`config.mk`:
```
export PLATFORM = sky130hd
export DESIGN_NAME = height_map_text_validator_flat
export DESIGN_NICKNAME = d
export VERILOG_FILES = /design/src/rtl/hmtv_pkg.sv /design/src/rtl/hmtv_if.sv /design/src/rtl/hmtv_in_stage.sv /design/src/rtl/hmtv_core.sv /design/src/rtl/height_map_text_validator.sv /design/src/flat_wrapper.sv
export SDC_FILE = /design/constraint.sdc
export NUM_CORES = 1
export LEC_CHECK = 0
export ABC_AREA = 1
export BUFFER_PORTS_ARGS = -buffer_cell sky130_fd_sc_hd__buf_2
export CORE_MARGIN = 4
export CORE_UTILIZATION = 25
export DETAILED_ROUTE_END_ITERATION = 7
export PLACE_DENSITY = 0.48
export SETUP_SLACK_MARGIN = 0.4
export SLEW_MARGIN = 20
export SYNTH_ARGS = -nofsm -noshare
export SYNTH_HDL_FRONTEND = slang
export SYNTH_HIERARCHICAL = 1
export SYNTH_SLANG_ARGS = --single-unit
```
`constraint.sdc`:
```
create_clock -name i_clk -period 5.3 [get_ports i_clk]
set_input_delay 0.53 -clock i_clk [delete_from_list [all_inputs] [get_ports i_clk]]
set_output_delay 0.53 -clock i_clk [all_outputs]
set_load 0.01 [all_outputs]
```
`src/rtl/hmtv_pkg.sv`:
```
package hmtv_pkg;

    localparam int STATUS_W = 2;
    localparam int COUNT_W  = 11;
    localparam int COUNT_CAP = 2047;

    localparam logic [7:0] CH_NUL   = 8'h00;
    localparam logic [7:0] CH_TAB   = 8'h09;
    localparam logic [7:0] CH_NL    = 8'h0A;
    localparam logic [7:0] CH_CR    = 8'h0D;
    localparam logic [7:0] CH_SPACE = 8'h20;
    localparam logic [7:0] CH_PLUS  = 8'h2B;
    localparam logic [7:0] CH_COMMA = 8'h2C;
    localparam logic [7:0] CH_MINUS = 8'h2D;
    localparam logic [7:0] CH_0     = 8'h30;
    localparam logic [7:0] CH_9     = 8'h39;
    localparam logic [7:0] CH_UA    = 8'h41;
    localparam logic [7:0] CH_UF    = 8'h46;
    localparam logic [7:0] CH_UX    = 8'h58;
    localparam logic [7:0] CH_LA    = 8'h61;
    localparam logic [7:0] CH_LF    = 8'h66;
    localparam logic [7:0] CH_LX    = 8'h78;

    typedef enum logic [2:0] {
        PH_BETWEEN = 3'd0,
        PH_SIGN    = 3'd1,
        PH_DIGITS  = 3'd2,
        PH_COMMA   = 3'd3,
        PH_ZERO    = 3'd4,
        PH_HEX     = 3'd5,
        PH_IGNORE  = 3'd6
    } t_phase;

    typedef enum logic [STATUS_W-1:0] {
        ST_OK    = 2'd0,
        ST_TOKEN = 2'd1,
        ST_WIDTH = 2'd2,
        ST_EMPTY = 2'd3
    } t_status;

    typedef struct packed {
        logic [7:0] text_byte;
        logic       has_byte;
        logic       end_of_file;
    } t_item;

    typedef struct packed {
        t_status              status;
        logic [COUNT_W-1:0]   map_width;
        logic [COUNT_W-1:0]   map_height;
    } t_result;

    typedef struct packed {
        t_phase phase;
        logic   close;
        logic   bad;
    } t_scan;

    typedef struct packed {
        logic                 bad;
        logic [COUNT_W-1:0]   width;
        logic [COUNT_W-1:0]   rows;
    } t_finish;

    function automatic logic is_digit(logic [7:0] c);
        return (c >= CH_0) && (c <= CH_9);
    endfunction

    function automatic logic is_hex(logic [7:0] c);
        return is_digit(c) || ((c >= CH_LA) && (c <= CH_LF)) ||
               ((c >= CH_UA) && (c <= CH_UF));
    endfunction

    // start of a new token (or whitespace) from the between-tokens phase
    function automatic t_scan scan_between(logic [7:0] c);
        t_scan r;
        r.phase = PH_BETWEEN;
        r.close = 1'b0;
        r.bad   = 1'b0;
        if (c == CH_SPACE || (c >= CH_TAB && c <= CH_CR)) begin
            r.phase = PH_BETWEEN;
        end else if (c == CH_NUL) begin
            r.phase = PH_IGNORE;
        end else if (c == CH_MINUS || c == CH_PLUS) begin
            r.phase = PH_SIGN;
        end else if (is_digit(c)) begin
            r.phase = PH_DIGITS;
        end else begin
            r.bad = 1'b1;
        end
        return r;
    endfunction

    function automatic t_scan scan_byte(t_phase ph, logic [7:0] c);
        t_scan r;
        r.phase = ph;
        r.close = 1'b0;
        r.bad   = 1'b0;
        case (ph)
            PH_BETWEEN: begin
                r = scan_between(c);
            end
            PH_SIGN: begin
                if (is_digit(c)) r.phase = PH_DIGITS;
                else             r.bad   = 1'b1;
            end
            PH_DIGITS: begin
                if (c == CH_COMMA) begin
                    r.phase = PH_COMMA;
                end else if (!is_digit(c)) begin
                    r = scan_between(c);
                    r.close = 1'b1;
                end
            end
            PH_COMMA: begin
                if (c == CH_0) r.phase = PH_ZERO;
                else           r.bad   = 1'b1;
            end
            PH_ZERO: begin
                if (c == CH_LX || c == CH_UX) r.phase = PH_HEX;
                else                          r.bad   = 1'b1;
            end
            PH_HEX: begin
                if (!is_hex(c)) begin
                    r = scan_between(c);
                    r.close = 1'b1;
                end
            end
            default: begin
                r.phase = ph;
            end
        endcase
        return r;
    endfunction

    function automatic logic [COUNT_W-1:0] sat_inc(logic [COUNT_W-1:0] v, logic inc,
                                                 logic [COUNT_W-1:0] cap);
        return (inc && v < cap) ? v + 1'b1 : v;
    endfunction

    function automatic t_finish finish_line(logic [COUNT_W-1:0] rows,
                                            logic [COUNT_W-1:0] width,
                                            logic [COUNT_W-1:0] cols,
                                            logic [COUNT_W-1:0] row_cap);
        t_finish r;
        r.bad   = 1'b0;
        r.width = width;
        r.rows  = sat_inc(rows, 1'b1, row_cap);
        if (rows == '0) begin
            r.width = cols;
        end else if (cols != width) begin
            r.bad = 1'b1;
        end
        return r;
    endfunction

endpackage

```
`src/rtl/hmtv_if.sv`:
```
interface hmtv_in_if;
    logic       valid;
    logic       ready;
    logic [7:0] text_byte;
    logic       has_byte;
    logic       end_of_file;

    modport source (output valid, output text_byte, output has_byte,
                    output end_of_file, input ready);
    modport sink   (input valid, input text_byte, input has_byte,
                    input end_of_file, output ready);
endinterface

interface hmtv_out_if;
    logic        valid;
    logic        ready;
    logic [1:0]  status;
    logic [10:0] map_width;
    logic [10:0] map_height;

    modport source (output valid, output status, output map_width,
                    output map_height, input ready);
    modport sink   (input valid, input status, input map_width,
                    input map_height, output ready);
endinterface

```
`src/rtl/hmtv_in_stage.sv`:
```
module hmtv_in_stage
    import hmtv_pkg::*;
(
    input  logic  i_clk,
    input  logic  i_rst_n,
    input  logic  i_valid,
    output logic  o_ready,
    input  t_item i_item,
    output logic  o_valid,
    input  logic  i_ready,
    output t_item o_item
);

    logic  r_valid;
    t_item r_item;

    assign o_ready = !r_valid || i_ready;
    assign o_valid = r_valid;
    assign o_item  = r_item;

    always_ff @(posedge i_clk) begin
        if (!i_rst_n) begin
            r_valid <= 1'b0;
        end else if (o_ready) begin
            r_valid <= i_valid;
        end
    end

    always_ff @(posedge i_clk) begin
        if (o_ready && i_valid) begin
            r_item <= i_item;
        end
    end

endmodule

```
`src/rtl/hmtv_core.sv`:
```
module hmtv_core
    import hmtv_pkg::*;
#(
    parameter int MAX_COLUMNS = 1024,
    parameter int MAX_ROWS    = 1024
) (
    input  logic    i_clk,
    input  logic    i_rst_n,
    input  logic    i_valid,
    output logic    o_ready,
    input  t_item   i_item,
    output logic    o_res_valid,
    input  logic    i_res_ready,
    output t_result o_res
);

    localparam int COL_LIM = (MAX_COLUMNS > COUNT_CAP) ? COUNT_CAP : MAX_COLUMNS;
    localparam int ROW_LIM = (MAX_ROWS > COUNT_CAP) ? COUNT_CAP : MAX_ROWS;
    localparam logic [COUNT_W-1:0] COL_CAP = COUNT_W'(COL_LIM);
    localparam logic [COUNT_W-1:0] ROW_CAP = COUNT_W'(ROW_LIM);

    t_phase             r_phase, n_phase;
    logic [COUNT_W-1:0] r_col, n_col;
    logic [COUNT_W-1:0] r_width, n_width;
    logic [COUNT_W-1:0] r_row, n_row;
    logic               r_open, n_open;
    t_status            r_err, n_err;

    logic               r_res_valid;
    t_result            r_res, n_res;

    t_scan              sc1, sc2;
    t_finish            fin1, fin2;
    logic [COUNT_W-1:0] col1, col2;
    t_status            res_err;
    logic               fire;

    // only a closing beat has to wait for the result register
    assign o_ready     = !(i_item.end_of_file && r_res_valid && !i_res_ready);
    assign fire        = i_valid && o_ready;
    assign o_res_valid = r_res_valid;
    assign o_res       = r_res;

    always_comb begin
        n_phase = r_phase;
        n_col   = r_col;
        n_width = r_width;
        n_row   = r_row;
        n_open  = r_open;
        n_err   = r_err;

        sc1  = scan_byte(r_phase, i_item.text_byte);
        col1 = sat_inc(r_col, sc1.close, COL_CAP);
        fin1 = finish_line(r_row, r_width, col1, ROW_CAP);

        if (i_item.has_byte && r_err == ST_OK) begin
            if (sc1.bad) begin
                n_err = ST_TOKEN;
            end else if (i_item.text_byte == CH_NL) begin
                if (fin1.bad) begin
                    n_err = ST_WIDTH;
                end else begin
                    n_width = fin1.width;
                    n_row   = fin1.rows;
                    n_col   = '0;
                    n_phase = PH_BETWEEN;
                    n_open  = 1'b0;
                end
            end else begin
                n_phase = sc1.phase;
                n_col   = col1;
                n_open  = 1'b1;
            end
        end

        // an unterminated last line closes as if by a zero byte
        sc2  = scan_byte(n_phase, CH_NUL);
        col2 = sat_inc(n_col, sc2.close, COL_CAP);
        fin2 = finish_line(n_row, n_width, col2, ROW_CAP);

        res_err          = n_err;
        n_res.map_width  = n_width;
        n_res.map_height = n_row;
        if (n_err == ST_OK && n_open) begin
            if (sc2.bad) begin
                res_err = ST_TOKEN;
            end else if (fin2.bad) begin
                res_err = ST_WIDTH;
            end else begin
                n_res.map_width  = fin2.width;
                n_res.map_height = fin2.rows;
            end
        end

        if (res_err != ST_OK)          n_res.status = res_err;
        else if (n_res.map_height == '0) n_res.status = ST_EMPTY;
        else                           n_res.status = ST_OK;
    end

    always_ff @(posedge i_clk) begin
        if (!i_rst_n) begin
            r_phase     <= PH_BETWEEN;
            r_col       <= '0;
            r_width     <= '0;
            r_row       <= '0;
            r_open      <= 1'b0;
            r_err       <= ST_OK;
            r_res_valid <= 1'b0;
        end else begin
            if (fire && i_item.end_of_file) begin
                r_phase     <= PH_BETWEEN;
                r_col       <= '0;
                r_width     <= '0;
                r_row       <= '0;
                r_open      <= 1'b0;
                r_err       <= ST_OK;
                r_res_valid <= 1'b1;
            end else begin
                if (fire) begin
                    r_phase <= n_phase;
                    r_col   <= n_col;
                    r_width <= n_width;
                    r_row   <= n_row;
                    r_open  <= n_open;
                    r_err   <= n_err;
                end
                if (i_res_ready) begin
                    r_res_valid <= 1'b0;
                end
            end
        end
    end

    always_ff @(posedge i_clk) begin
        if (fire && i_item.end_of_file) begin
            r_res <= n_res;
        end
    end

endmodule

```
`src/rtl/height_map_text_validator.sv`:
```
// Height-map text checker. Takes the map text one byte per beat on i_in and
// returns one beat on o_out (status, map_width, map_height) for each beat
// marked end_of_file; other beats give nothing. Status: 0 ok, 1 bad token,
// 2 rows of unequal token count, 3 empty file. The first error is kept and
// the counts freeze there. After the end-of-file beat the block starts over
// for the next file. Rate is one beat per clock while the input is not stalled.
// A closing beat lands in the input register when it is taken. When the core
// takes it from there, the parse/count update loads the result register,
// which drives o_out. The input stalls only while a closing beat is held back
// because the previous result is still waiting at o_out.
module height_map_text_validator
    import hmtv_pkg::*;
#(
    parameter int MAX_COLUMNS = 1024,
    parameter int MAX_ROWS    = 1024
) (
    input  logic       i_clk,
    input  logic       i_rst_n,
    hmtv_in_if.sink    i_in,
    hmtv_out_if.source o_out
);

    t_item   in_item;
    t_item   stg_item;
    logic    stg_valid;
    logic    core_ready;
    t_result res;

    assign in_item.text_byte   = i_in.text_byte;
    assign in_item.has_byte    = i_in.has_byte;
    assign in_item.end_of_file = i_in.end_of_file;

    hmtv_in_stage u_in_stage (
        .i_clk   (i_clk),
        .i_rst_n (i_rst_n),
        .i_valid (i_in.valid),
        .o_ready (i_in.ready),
        .i_item  (in_item),
        .o_valid (stg_valid),
        .i_ready (core_ready),
        .o_item  (stg_item)
    );

    hmtv_core #(
        .MAX_COLUMNS (MAX_COLUMNS),
        .MAX_ROWS    (MAX_ROWS)
    ) u_core (
        .i_clk       (i_clk),
        .i_rst_n     (i_rst_n),
        .i_valid     (stg_valid),
        .o_ready     (core_ready),
        .i_item      (stg_item),
        .o_res_valid (o_out.valid),
        .i_res_ready (o_out.ready),
        .o_res       (res)
    );

    assign o_out.status     = res.status;
    assign o_out.map_width  = res.map_width;
    assign o_out.map_height = res.map_height;

endmodule

```
`src/flat_wrapper.sv`:
```
// flat-port wrapper written by rule: the top's interface ports become plain ports
module height_map_text_validator_flat import hmtv_pkg::*;
#(
    parameter int MAX_COLUMNS = 1024,
    parameter int MAX_ROWS    = 1024
)
  (i_clk, i_rst_n, i_in_valid, i_in_text_byte, i_in_has_byte, i_in_end_of_file, i_in_ready, o_out_valid, o_out_status, o_out_map_width, o_out_map_height, o_out_ready);
  hmtv_in_if i_in_i ();
  hmtv_out_if o_out_i ();
  input  logic i_clk;
  input  logic i_rst_n;
  input wire logic [$bits(i_in_i.valid)-1:0] i_in_valid;
  input wire logic [$bits(i_in_i.text_byte)-1:0] i_in_text_byte;
  input wire logic [$bits(i_in_i.has_byte)-1:0] i_in_has_byte;
  input wire logic [$bits(i_in_i.end_of_file)-1:0] i_in_end_of_file;
  output wire logic [$bits(i_in_i.ready)-1:0] i_in_ready;
  output wire logic [$bits(o_out_i.valid)-1:0] o_out_valid;
  output wire logic [$bits(o_out_i.status)-1:0] o_out_status;
  output wire logic [$bits(o_out_i.map_width)-1:0] o_out_map_width;
  output wire logic [$bits(o_out_i.map_height)-1:0] o_out_map_height;
  input wire logic [$bits(o_out_i.ready)-1:0] o_out_ready;
  assign i_in_i.valid = i_in_valid;
  assign i_in_i.text_byte = i_in_text_byte;
  assign i_in_i.has_byte = i_in_has_byte;
  assign i_in_i.end_of_file = i_in_end_of_file;
  assign i_in_ready = i_in_i.ready;
  assign o_out_valid = o_out_i.valid;
  assign o_out_status = o_out_i.status;
  assign o_out_map_width = o_out_i.map_width;
  assign o_out_map_height = o_out_i.map_height;
  assign o_out_i.ready = o_out_ready;
  height_map_text_validator #(.MAX_COLUMNS(MAX_COLUMNS), .MAX_ROWS(MAX_ROWS)) u_core (.i_clk(i_clk), .i_rst_n(i_rst_n), .i_in(i_in_i), .o_out(o_out_i));
endmodule
```
==> reports/metrics.yaml <==
status: "finished, final reports clean"
route.detailed.drc: 0
power_uw: 1750
grt_antenna_before_repair: 0
use_met2: 0.207
timing.fmax_ghz: 0.220
vias_per_cell: 4.65
start_util: 0.255
globalplace.congestion: 0.911
path_max_fanout: 7
drive_above_1_share: 0.207
synth-seq-cells: 75
dr.first_iter.drc_count: 362
power_density_mw_per_mm2: 254
wirelength_um: 16600
yosysWarnings: 6
wire_per_inst_um: 13.7
vias: 5640
netlist_area_sq_mm: 0.00558
die_area_sq_mm: 0.0248
worst_pin_slew_ns: 0.996
critPathArrivalTime_ns: 4.68
syn_nets: 871
muxShareOfSynthArea: 0
synth_compound_area_frac: 0.136
critPathMaxStageDelay_ns: 0.51
crit_family: "simple AND/OR/NAND/NOR gates"
crit_buf_inv: 2
power.switching_uw: 626
grt_first_pass_wirelength_um: 26200
worstSkewPairLatency_ns: 0.35
cts_tree: "yes"
top_usage_layer: "met2"
synth_xor_area_frac: 0.0276
seqPwrFrac: 0.380
gr-total-overflow: 0
max_cap_violations: 0
grt_use_met1: 0.187
area_delta_synth_final_pct: 23.5
yosysUniqueCellTypes: 41
start_kind: "flop"
cts_buffers: 9
hold_viol: 0
io_pins: 40
synth_top_family_by_area: "simple AND/OR/NAND/NOR gates"
switching_share: 0.358
cts.hold.buffers_added: 0
clock-root-buffer: "clkbuf_16"
core_area_sq_mm: 0.0219
timing.setup.tns_ns: 0
grtUsageTotal: 0.134
p_leak_uw: 0.00324
antenna_cells: 0
critPathSlowestCell: "edfxtp_1"
first_pass_iters: 5
placementRows: 54
hold_depth: 1
ys.flop_type: "dfxtp_1"
die_w_um: 157
skew_ns: 0.0109
die_h_um: 157
clk_pin_slew_worst_paths_ns: 0.07
synthSimpleGateAreaFrac: 0.370
fin_crit_ns: 4.56
cp_num_cells: 37
antenna_left: 0
p_clk_frac: 0.353
ir_drop_uv: 152
holdCritPathClass: "in -> reg"
syn_avg_cell_area_sq_um: 6.56
cts_max_path_buffers: 2
fill_cells: 2430
rsz0062_at_grt: "yes"
grt_max_degree: 46
synth_edf_count: 34
setup_viol: 0
numPortBuffers: 39
grt_pass1_vias: 4975
maxSlewHeadroom: 0.335
finalMaxSlewViolations: 0
cp.required_ns: 5.42
critPathKind: "reg -> reg"
syn_inst: 851
p_int_uw: 1120
place_hpwl_um: 12400
synth_fa_ha_area_frac: 0.0135
critPathCaptureType: "flop"
grtUsageMet3: 0.0234
nets: 947
ys_async_sr_fraction: 0
path_common_cell: "nand2_1"
cts.sinks: 75
cts_htree_levels: 3
fin_crit_sh: 0.860
r2r_cells: 37
seq_area_frac_synth: 0.330
share_comb_of_total_power: 0.267
state kept, by name (all words and copies together) (netlist names):
register / flops
u_core/u_in_stage/o_valid: 1
u_core/u_core/r_phase: 3
u_core/u_core/r_open: 1
u_core/u_core/r_col: 11
u_core/u_core/r_width: 11
u_core/u_in_stage/o_item: 10
u_core/u_core/r_row: 11
u_core/u_core/o_res: 24
u_core/u_core/o_res_valid: 1
u_core/u_core/r_err: 2
cell usage in the layout, fill, tap and decap left out, drive strengths merged:
master,instances
dfxtp,41
inv,156
nor4,10
edfxtp,34
nand3,88
nand4,19
xor2,14
ha,6
clkbuf,9
a31oi,3
a211oi,3
nor2,60
clkinv,2
o311ai,1
o211ai,2
o22ai,2
o21ai,76
xnor2,1
o21bai,1
a21oi,48
nand2,251
nand3b,3
a32o,1
and3,1
clkinvlp,1
xnor3,1
buf,80
nor3,18
cells by family after synthesis:
| family | Yosys count |
|---|---|
| AO/OA/AOI/OAI | 137 |
| XOR/XNOR | 16 |
| adder cells (fa/ha/maj) | 6 |
| buffers and inverters | 171 |
| flip-flops | 75 |
| AND/OR/NAND/NOR | 446 |
Yosys cell counts (3+ instances only):
library cell / number / area share
nand2_1: 233 / 0.16
inv_1: 142 / 0.096
nand3_1: 73 / 0.065
o21ai_0: 63 / 0.057
nor2_1: 53 / 0.036
a21oi_1: 44 / 0.039
dfxtp_1: 41 / 0.15
edfxtp_1: 34 / 0.18
nand4_1: 19 / 0.021
nor3_1: 18 / 0.016
nand3_2: 15 / 0.027
clkbuf_1: 14 / 0.0094
xor2_1: 14 / 0.022
nand2_2: 10 / 0.011
o21ai_1: 10 / 0.0090
inv_2: 9 / 0.0061
nor4_1: 9 / 0.010
ha_1: 6 / 0.013
nand2_4: 4 / 0.0081
nor2_4: 4 / 0.0081
a211oi_1: 3 / 0.0040
a21oi_2: 3 / 0.0047
a31oi_1: 3 / 0.0034
buf_6: 3 / 0.0061
nand3b_1: 3 / 0.0040
nor2_2: 3 / 0.0034
repair_timing:
item,4_1_cts,5_1_grt
hold endpoints to repair,0,0
gates cloned,1,3
gates resized for setup,4,63
pin swaps,2,36
buffers inserted,0,31
endpoints found under the setup margin,2,24
stage by stage:
| stage | utilization | cell area [sq um] | cells | hold WS (ns) | setup WS, ns |
|---|---|---|---|---|---|
| after floorplan | - | 5580 | 851 | 0.455 | 1.24 |
| after global placement | 0.278 | 6090 | 1161 | 0.475 | 0.305 |
| after detailed placement | 0.278 | 6090 | 1161 | 0.484 | 0.252 |
| after CTS | 0.292 | 6400 | 1178 | 0.329 | 0.409 |
| after global routing | 0.315 | 6890 | 1212 | 0.337 | 0.352 |
| final | 0.315 | 6890 | 1212 | 0.349 | 0.744 |
per-layer routing:
metal,vias up,routed length (um)
li1,2943,-
met1,2539,8100
met2,131,7380
met3,27,727
met4,0,364
met5,-,0
power by group through the flow:
stage | Combinational [uW] | Sequential [uW] | Clock (uW)
2_1_floorplan | 300 | 672 | 0
3_3_place_gp | 399 | 677 | 0
3_5_place_dp | 398 | 676 | 0
4_1_cts | 404 | 664 | 646
5_1_grt | 524 | 668 | 666
6_report | 467 | 664 | 618
worst paths after layout:
check | slack, ns | end | from
worst max-delay path | 0.74 | u_core/u_core/o_res[23] | u_core/u_in_stage/o_item[8]
worst min-delay path | 0.35 | u_core/u_in_stage/o_item[4] | i_in_text_byte[2]
worst max register to register | 0.74 | u_core/u_core/o_res[23] | u_core/u_in_stage/o_item[8]
worst min register to register | 0.49 | u_core/u_core/r_err[0] | u_core/u_core/r_err[0]
layout make-up:
| cell class | count | area, sq um | share of cell area |
|---|---|---|---|
| inverters | 152 | 571 | 0.0828 |
| clock inverters | 7 | 65.1 | 0.00945 |
| repair buffers | 80 | 507 | 0.0736 |
| well taps | 280 | 350 | 0.0509 |
| multi-input cells | 609 | 3330 | 0.483 |
| clock buffers | 9 | 225 | 0.0327 |
| flip-flops and latches | 75 | 1840 | 0.268 |
No activity file was read; power rests on OpenSTA's default activity.
